`src/hdl/wrsd_pkg.sv`:
```
// Package for the write request slot dispatcher.
// Holds the sequencer state type, status and kind codes and the byte mask helper.
// No dependencies.
`default_nettype none

package wrsd_pkg;

    typedef logic [1:0] t_status;

    localparam t_status ST_OK        = 2'd0;
    localparam t_status ST_BAD_RANGE = 2'd1;
    localparam t_status ST_TOO_LONG  = 2'd2;
    localparam t_status ST_NO_SLOT   = 2'd3;

    localparam logic KIND_WRITE    = 1'b0;
    localparam logic KIND_COMPLETE = 1'b1;

    typedef enum logic [2:0] {
        S_IDLE,
        S_CHECK,
        S_FIND,
        S_DISPATCH,
        S_SCAN,
        S_FETCH,
        S_RESULT
    } t_state;

    function automatic logic [63:0] byte_mask(input logic [3:0] n);
        logic [63:0] m;
        m = '0;
        for (int i = 0; i < 8; i++) begin
            m[8*i +: 8] = (n > 4'(i)) ? 8'hFF : 8'h00;
        end
        return m;
    endfunction

endpackage

`default_nettype wire

```
`src/hdl/write_request_slot_dispatcher.sv`:
```
// Write request slot dispatcher: slot store, scan sequencer and output register.
// A completion, or a write request that passes the checks and finds a slot, issues the lowest
// occupied slot, if any, when the sink is idle; otherwise the result carries no issue.
// A single compare steps through one slot per cycle in each scan.
// A new input can be taken in the cycle after the result has moved into the output register.
// Synchronous active-low reset clears occupancy and active-slot state and idles the sink.
`default_nettype none

module write_request_slot_dispatcher #(
    parameter int SLOT_COUNT   = 8,
    parameter int MAX_BYTES    = 8,
    parameter int MEMORY_BYTES = 32768
) (
    input  wire logic             i_clk,
    input  wire logic             i_rst_n,
    input  wire logic             i_in_valid,
    output logic                  o_in_stall,
    input  wire logic             i_kind,
    input  wire logic [14:0]      i_address,
    input  wire logic [3:0]       i_length,
    input  wire logic [63:0]      i_payload,
    output logic                  o_out_valid,
    input  wire logic             i_out_stall,
    output wrsd_pkg::t_status     o_status,
    output logic                  o_issue_valid,
    output logic [14:0]           o_issue_address,
    output logic [3:0]            o_issue_length,
    output logic [63:0]           o_issue_payload
);
    import wrsd_pkg::*;

    localparam int IDX_W = (SLOT_COUNT > 1) ? $clog2(SLOT_COUNT) : 1;
    localparam logic [IDX_W-1:0] LAST_IDX = IDX_W'(SLOT_COUNT - 1);

    t_state r_state, n_state;

    logic [SLOT_COUNT-1:0] r_occ;
    logic                  r_sink_idle;
    logic                  r_active_present;
    logic [IDX_W-1:0]      r_active_idx;
    logic [IDX_W-1:0]      r_idx;

    logic [14:0] r_address;
    logic [3:0]  r_length;
    logic [63:0] r_payload;

    t_status r_status, n_status;
    logic    r_iss_valid, n_iss_valid;

    logic [14:0] mem_addr [SLOT_COUNT];
    logic [3:0]  mem_len  [SLOT_COUNT];
    logic [63:0] mem_data [SLOT_COUNT];
    logic [14:0] r_rd_addr;
    logic [3:0]  r_rd_len;
    logic [63:0] r_rd_data;

    logic load_item, idx_clr, idx_inc, store_en, clear_active, rd_en, load_out;
    logic bad_range, too_long;

    assign bad_range = (r_length == 4'd0) ||
                       ((17'(r_address) + 17'(r_length)) >= 17'(MEMORY_BYTES));
    assign too_long  = (r_length > 4'(MAX_BYTES));

    assign o_in_stall = (r_state != S_IDLE);

    always_ff @(posedge i_clk) begin
        if (!i_rst_n) begin
            r_state <= S_IDLE;
        end else begin
            r_state <= n_state;
        end
    end

    always_comb begin
        n_state      = r_state;
        n_status     = r_status;
        n_iss_valid  = r_iss_valid;
        load_item    = 1'b0;
        idx_clr      = 1'b0;
        idx_inc      = 1'b0;
        store_en     = 1'b0;
        clear_active = 1'b0;
        rd_en        = 1'b0;
        load_out     = 1'b0;
        unique case (r_state)
            S_IDLE: begin
                if (i_in_valid) begin
                    load_item   = 1'b1;
                    n_status    = ST_OK;
                    n_iss_valid = 1'b0;
                    n_state     = (i_kind == KIND_COMPLETE) ? S_DISPATCH : S_CHECK;
                end
            end
            S_CHECK: begin
                idx_clr = 1'b1;
                if (bad_range) begin
                    n_status = ST_BAD_RANGE;
                    n_state  = S_RESULT;
                end else if (too_long) begin
                    n_status = ST_TOO_LONG;
                    n_state  = S_RESULT;
                end else begin
                    n_state = S_FIND;
                end
            end
            S_FIND: begin
                if (!r_occ[r_idx]) begin
                    store_en = 1'b1;
                    n_state  = S_DISPATCH;
                end else if (r_idx == LAST_IDX) begin
                    n_status = ST_NO_SLOT;
                    n_state  = S_RESULT;
                end else begin
                    idx_inc = 1'b1;
                end
            end
            S_DISPATCH: begin
                idx_clr = 1'b1;
                if (r_sink_idle) begin
                    clear_active = 1'b1;
                    n_state      = S_SCAN;
                end else begin
                    n_state = S_RESULT;
                end
            end
            S_SCAN: begin
                if (r_occ[r_idx]) begin
                    rd_en       = 1'b1;
                    n_iss_valid = 1'b1;
                    n_state     = S_FETCH;
                end else if (r_idx == LAST_IDX) begin
                    n_state = S_RESULT;
                end else begin
                    idx_inc = 1'b1;
                end
            end
            S_FETCH: begin
                n_state = S_RESULT;
            end
            S_RESULT: begin
                if (o_out_valid && i_out_stall) begin
                    n_state = S_RESULT;
                end else begin
                    load_out = 1'b1;
                    n_state  = S_IDLE;
                end
            end
            default: begin
                n_state = S_IDLE;
            end
        endcase
    end

    always_ff @(posedge i_clk) begin
        if (!i_rst_n) begin
            r_occ            <= '0;
            r_sink_idle      <= 1'b1;
            r_active_present <= 1'b0;
            r_active_idx     <= '0;
            o_out_valid      <= 1'b0;
        end else begin
            if (load_item && i_kind == KIND_COMPLETE) begin
                r_sink_idle <= 1'b1;
            end
            if (store_en) begin
                r_occ[r_idx] <= 1'b1;
            end
            if (clear_active) begin
                r_active_present <= 1'b0;
                if (r_active_present) begin
                    r_occ[r_active_idx] <= 1'b0;
                end
            end
            if (rd_en) begin
                r_active_present <= 1'b1;
                r_active_idx     <= r_idx;
                r_sink_idle      <= 1'b0;
            end
            if (load_out) begin
                o_out_valid <= 1'b1;
            end else if (!i_out_stall) begin
                o_out_valid <= 1'b0;
            end
        end
    end

    always_ff @(posedge i_clk) begin
        r_status    <= n_status;
        r_iss_valid <= n_iss_valid;
        if (load_item) begin
            r_address <= i_address;
            r_length  <= i_length;
            r_payload <= i_payload;
        end
        if (idx_clr) begin
            r_idx <= '0;
        end else if (idx_inc) begin
            r_idx <= r_idx + 1'b1;
        end
        if (load_out) begin
            o_status        <= r_status;
            o_issue_valid   <= r_iss_valid;
            o_issue_address <= r_iss_valid ? r_rd_addr : 15'd0;
            o_issue_length  <= r_iss_valid ? r_rd_len : 4'd0;
            o_issue_payload <= r_iss_valid ? r_rd_data : 64'd0;
        end
    end

    always_ff @(posedge i_clk) begin
        if (store_en) begin
            mem_addr[r_idx] <= r_address;
            mem_len[r_idx]  <= r_length;
            mem_data[r_idx] <= r_payload & byte_mask(r_length);
        end
        if (rd_en) begin
            r_rd_addr <= mem_addr[r_idx];
            r_rd_len  <= mem_len[r_idx];
            r_rd_data <= mem_data[r_idx];
        end
    end

endmodule

`default_nettype wire

```
`config.mk`:
```
export PLATFORM = sky130hd
export DESIGN_NAME = write_request_slot_dispatcher
export DESIGN_NICKNAME = d
export VERILOG_FILES = /design/src/hdl/wrsd_pkg.sv /design/src/hdl/write_request_slot_dispatcher.sv
export SDC_FILE = /design/constraint.sdc
export NUM_CORES = 1
export LEC_CHECK = 0
export BUFFER_PORTS_ARGS = -buffer_cell sky130_fd_sc_hd__buf_4
export CAP_MARGIN = 10
export CORE_UTILIZATION = 47
export CTS_BUF_LIST = sky130_fd_sc_hd__clkbuf_2
export CTS_CLUSTER_DIAMETER = 80
export DETAILED_ROUTE_END_ITERATION = 8
export PLACE_DENSITY = 0.67
export SYNTH_ARGS = -nofsm -noshare
export SYNTH_HDL_FRONTEND = slang
export SYNTH_SLANG_ARGS = --single-unit
```
`constraint.sdc`:
```
create_clock -name i_clk -period 6.25 [get_ports i_clk]
set_input_delay 1.25 -clock i_clk [delete_from_list [all_inputs] [get_ports i_clk]]
set_output_delay 1.25 -clock i_clk [all_outputs]
set_load 0.02 [all_outputs]
```
# Word level (Yosys, flattened, before mapping)
# Memories as Yosys holds them, arrays and structs flattened. A register that Yosys moved wholly into a read port is not among the register bits.
# Index checks and enable logic that the tools add are counted.
# totals
word_cells	128
mem_bits_rw	664
inputBits	88
register_bits	192
memories	3
# memory_table
name	depth	width	read_ports	rd_clocked_by_memory_dff	write_ports	line	text
mem_data	8	64	1	1	1	write_request_slot_dispatcher.sv:52	logic [63:0] mem_data [SLOT_COUNT];
mem_addr	8	15	1	1	1	write_request_slot_dispatcher.sv:50	logic [14:0] mem_addr [SLOT_COUNT];
mem_len	8	4	1	1	1	write_request_slot_dispatcher.sv:51	logic [3:0] mem_len [SLOT_COUNT];
# classes
muxes	60
n_reduce_logical	15
bitwise_logic	4
eq_ne	13
order_cmp	14
addsub	2
# ops
operator	n
two-way mux 8 bit	12
bitwise AND 64 bit	1
two-way mux 1 bit	27
two-way mux 3 bit	7
case mux 3 bit (7 select lines)	1
adder 15 x 4 -> 16 bit	1
greater-or-equal comparator 16 bit (second input constant)	1
greater-than comparator 4 x 3 -> 1 bit (second input constant)	4
two-way mux 2 bit	7
== test 3 bit (second input constant)	4
bitwise AND 8 bit	1
greater-than comparator 4 x 1 -> 1 bit (second input constant)	2
greater-than comparator 4 x 2 -> 1 bit (second input constant)	2
less-than comparator 3 x 4 -> 1 bit (second input constant)	2
!= test 2 bit (second input constant)	4
NOT 8 bit	1
bitwise OR 8 bit	1
demux 1 bit (select 3 bit)	2
== test 3 x 2 -> 1 bit (second input constant)	2
greater-or-equal comparator 3 x 1 -> 1 bit (second input constant)	2
case mux 2 bit (3 select lines)	1
nonzero test 2 bit	3
nonzero test 3 bit	2
AND reduction 5 bit	1
other kinds (13)	17

# Depth between registers and ports, before layout
# logic_depth
depth_word	10
ltp_mapped	8
mapped_depth_nobuf	6

# Worst setup path before layout
# No wires, ideal clock.
# synth_path
kind	input port to flip-flop
startpoint	in i_out_stall
endpoint	reg o_issue_address[0], enable pin
n_path_buf	0
path_slack_ns	0.261
setup_time_ns	0.559
t_required_ns	5.691
t_arrival_ns	5.430
path_stages	1
path_cell_list	a21oi_1
# synth_via
elab_chain_len	3
# synth_lines
element	line	text
start: declaration	write_request_slot_dispatcher.sv:23	input wire logic i_out_stall,
logical AND 1 bit	write_request_slot_dispatcher.sv:141	if (o_out_valid && i_out_stall) begin
two-way mux 1 bit	write_request_slot_dispatcher.sv:141	
two-way mux 1 bit	write_request_slot_dispatcher.sv:85	unique case (r_state)
end signal: assignment	write_request_slot_dispatcher.sv:203	o_issue_address <= r_iss_valid ? r_rd_addr : 15'd0;
end: declaration	write_request_slot_dispatcher.sv:26	output logic [14:0] o_issue_address,
# Every way passes these cells.
# A chain may end at the register's enable or synchronous reset.

# Final worst setup path
# layout_path
startpoint	reg r_idx[2]
endpoint	mem mem_data[4][22], enable pin
# layout_via
elab_chain_len	6
# layout_lines
element	line	text
start: declaration	write_request_slot_dispatcher.sv:41	logic [IDX_W-1:0] r_idx;
start signal: assignment	write_request_slot_dispatcher.sv:198	r_idx <= r_idx + 1'b1;
binary-select mux 1 bit (select 3 bit)	write_request_slot_dispatcher.sv:107	if (!r_occ[r_idx]) begin
two-way mux 1 bit (implied by the code)	write_request_slot_dispatcher.sv:107	
two-way mux 1 bit	write_request_slot_dispatcher.sv:107	
two-way mux 1 bit	write_request_slot_dispatcher.sv:85	
two-way mux 1 bit	write_request_slot_dispatcher.sv:210	if (store_en) begin
two-way mux 1 bit (implied by the code)	write_request_slot_dispatcher.sv:213	mem_data[r_idx] <= r_payload & byte_mask(r_length);
end: declaration	write_request_slot_dispatcher.sv:52	
# Parallel ways exist; a longest one is shown, timed or not. The select of a mux whose other input is x is not followed.

==> reports/results.ini <==
[clock_network]
cts-root-buf=clkbuf_2
clock_latency_ps=1420
htreeDepth=4
clk_path_buf_depth=3
cts_setup_buffers=0
cts_inserted_buffers=220
path_clk_slew_ps=110
cts_tree=built
clock_sinks=939

[cells_and_area]
nNetsFinal=2363
mostFrequentLayoutCells=919 x edfxtp_1, 312 x clkbuf_2, 205 x buf_4
layout_commonest_cell=edfxtp_1
syn2layout_area_growth_pct=14.8
drive_above_1_share_pct=28.6

[global_route]
antenna_found_initial=2
overflow=0
grt_max_degree=135
grt_pass1_vias=19800
grt_util_all_layers_pct=21.6
grt_first_pass_wirelength_mm=120

[critical_path]
path_cells=nand2b_1, o22ai_4, nor3_1, and2_4, buf_4
critPathLaunchType=flip-flop
path_class=flip-flop to flip-flop
required_ps=7320
worst-path-buf-inv=1
crit_family=simple AND/OR/NAND/NOR gates
slowest_stage=and2_4
worst_ep_arrival_time_ps=5610
endpoint_kind=flip-flop
max_stage_delay_ps=1050
cp_max_fo=66

[timing]
slew_viol_final=0
setup_viol=0
max_freq_mhz=220
fin_hold_ws_ps=221
skew_ps=95.3
fin_crit_ps=4540
finalCritPeriodShare_pct=72.6
relSlewSlack_pct=21.3
hold_viol=0
worst_pin_slew_ps=1180
tns_ps=0
rsz0062_at_grt=no

[yosys]
synth_ff_type=edfxtp_1
synthArstFlopShare_pct=0
synth-edff-count=919
syn-cell-area_um2=35000
synthesis.nets=1954
yosys.cell_types.count=71
synth_seq_cells=939
yosysWarnings=0
syn_inst=1860
avgSynthCellArea_um2=18.8
yosysSeqAreaShare_pct=80.0

[floorplanning]
core_um2=73300
dieHeight_um=275
rows=99
start_util_pct=47.7
ioPinCount=176
die_area_um2=75500
die_width_um=275

[detailed_routing]
routedWlPerCell_um=23.7
post_drt_via_cell_ratio=5.67
drc_errors=11
dr.pass1.iters=8
drtIter0Drc=1601
via_count=19200
wl_mm=80.2
drtAntennaViolNets=0

[status]
violations=DRC
outcome=finished with violations

[power_and_ir_drop]
p_leak_nw=13.3
ir_drop_uv=157
power_density_nw_per_um2=342

[run]
max_cap_violations=0

[placement]
portBuffers=175
hpwlAfterDp_mm=43.8
gp_congestion=0.795

[min_path]
hp-class=input port to flip-flop

==> where the power goes <==
group          leakage, nW  internal [W]  switching, W  total (W)
clock                 1.46       0.00148       0.00234    0.00381
combinational         3.25      0.000785       0.00135    0.00214
sequential            8.54       0.00753      0.000249    0.00778
total                 13.3       0.00980       0.00394     0.0137
==> metal layers <==
layer / wire (um) / global-route usage [%] / up-vias
met5: 0 / 0 / -
met4: 1840 / 7.76 / 0
met3: 6810 / 6.28 / 120
met2: 39100 / 34.8 / 883
met1: 32400 / 27.8 / 9666
li1: - / - / 8511
==> registers in the layout, summed over array words and instances, names as in the netlist, 32 cells and up <==
signal           cells
mem_addr           120
mem_data           512
mem_len             32
o_issue_payload     64
r_payload           64
r_rd_data           64
==> logic make-up after synthesis <==
logic type | count (synthesis) | synth area share (%)
adder cells (fa/ha/maj) | 6 | 0.215
AO/OA/AOI/OAI | 358 | 7.97
AND/OR/NAND/NOR | 288 | 4.88
buffers and inverters | 111 | 1.71
flip-flops | 939 | 80.0
multiplexers | 158 | 5.21
==> through the flow <==
stage	worst slack, ps	instances	cell area [um2]	utilization (%)	power, W
2_1_floorplan	261	1860	35000	-	0.00926
3_3_place_gp	1980	2920	37300	50.9	0.00998
3_5_place_dp	1880	2920	37300	50.9	0.0100
4_1_cts	1810	3382	40100	54.8	0.0139
5_1_grt	1570	3383	40200	54.8	0.0144
6_report	1710	3383	40200	54.8	0.0137
==> path summary, 6_finish.rpt <==
check,cells past startpoint,start,endpoint,slack [ps]
worst max register to register,5,r_idx[2],mem_data[4][22],1710
worst min register to register,0,r_status[1],o_status[1],470
worst max-delay path,5,r_idx[2],mem_data[4][22],1710
worst min-delay path,2,i_rst_n,r_active_present,220
==> final cells by class <==
type                    count  area (um2)
diodes                      1        2.50
multi-input cells         810        6530
flip-flops and latches    939       28000
clock inverters            64         377
fillers                  5844       33200
well taps                 959        1200
clock buffers             312        1560
repair buffers            294        2460
inverters                   4        16.3
==> synthesized netlist by cell type, types with 5 or more instances <==
cell	count	area, um2
a22oi_1	84	631
o2111ai_1	5	43.8
nand3_1	26	130
a22o_1	17	149
nand2_1	22	82.6
a221oi_1	100	876
a21oi_1	29	145
mux2_2	92	1040
mux4_2	9	203
mux2i_1	51	510
buf_2	46	230
clkbuf_1	35	131
a221o_1	7	70.1
and2_1	109	682
o21ai_0	28	140
buf_6	9	101
ha_1	6	75.1
o221ai_1	22	193
o211ai_1	16	120
dfxtp_1	20	400
nor3_2	5	50.1
nor2b_1	53	332
buf_4	12	90.1
o21ai_1	16	80.1
o21ai_2	6	52.6
nand2b_1	9	56.3
edfxtp_1	919	27600
nor2_1	28	105
==> repair_timing <==
item | 4_1_cts | 5_1_grt
hold endpoints to repair | 85 | 0
hold buffers | 86 | 0
setup endpoints to repair | 0 | 0
resized for setup | 0 | 0
No activity file was read; power rests on OpenSTA's default activity.
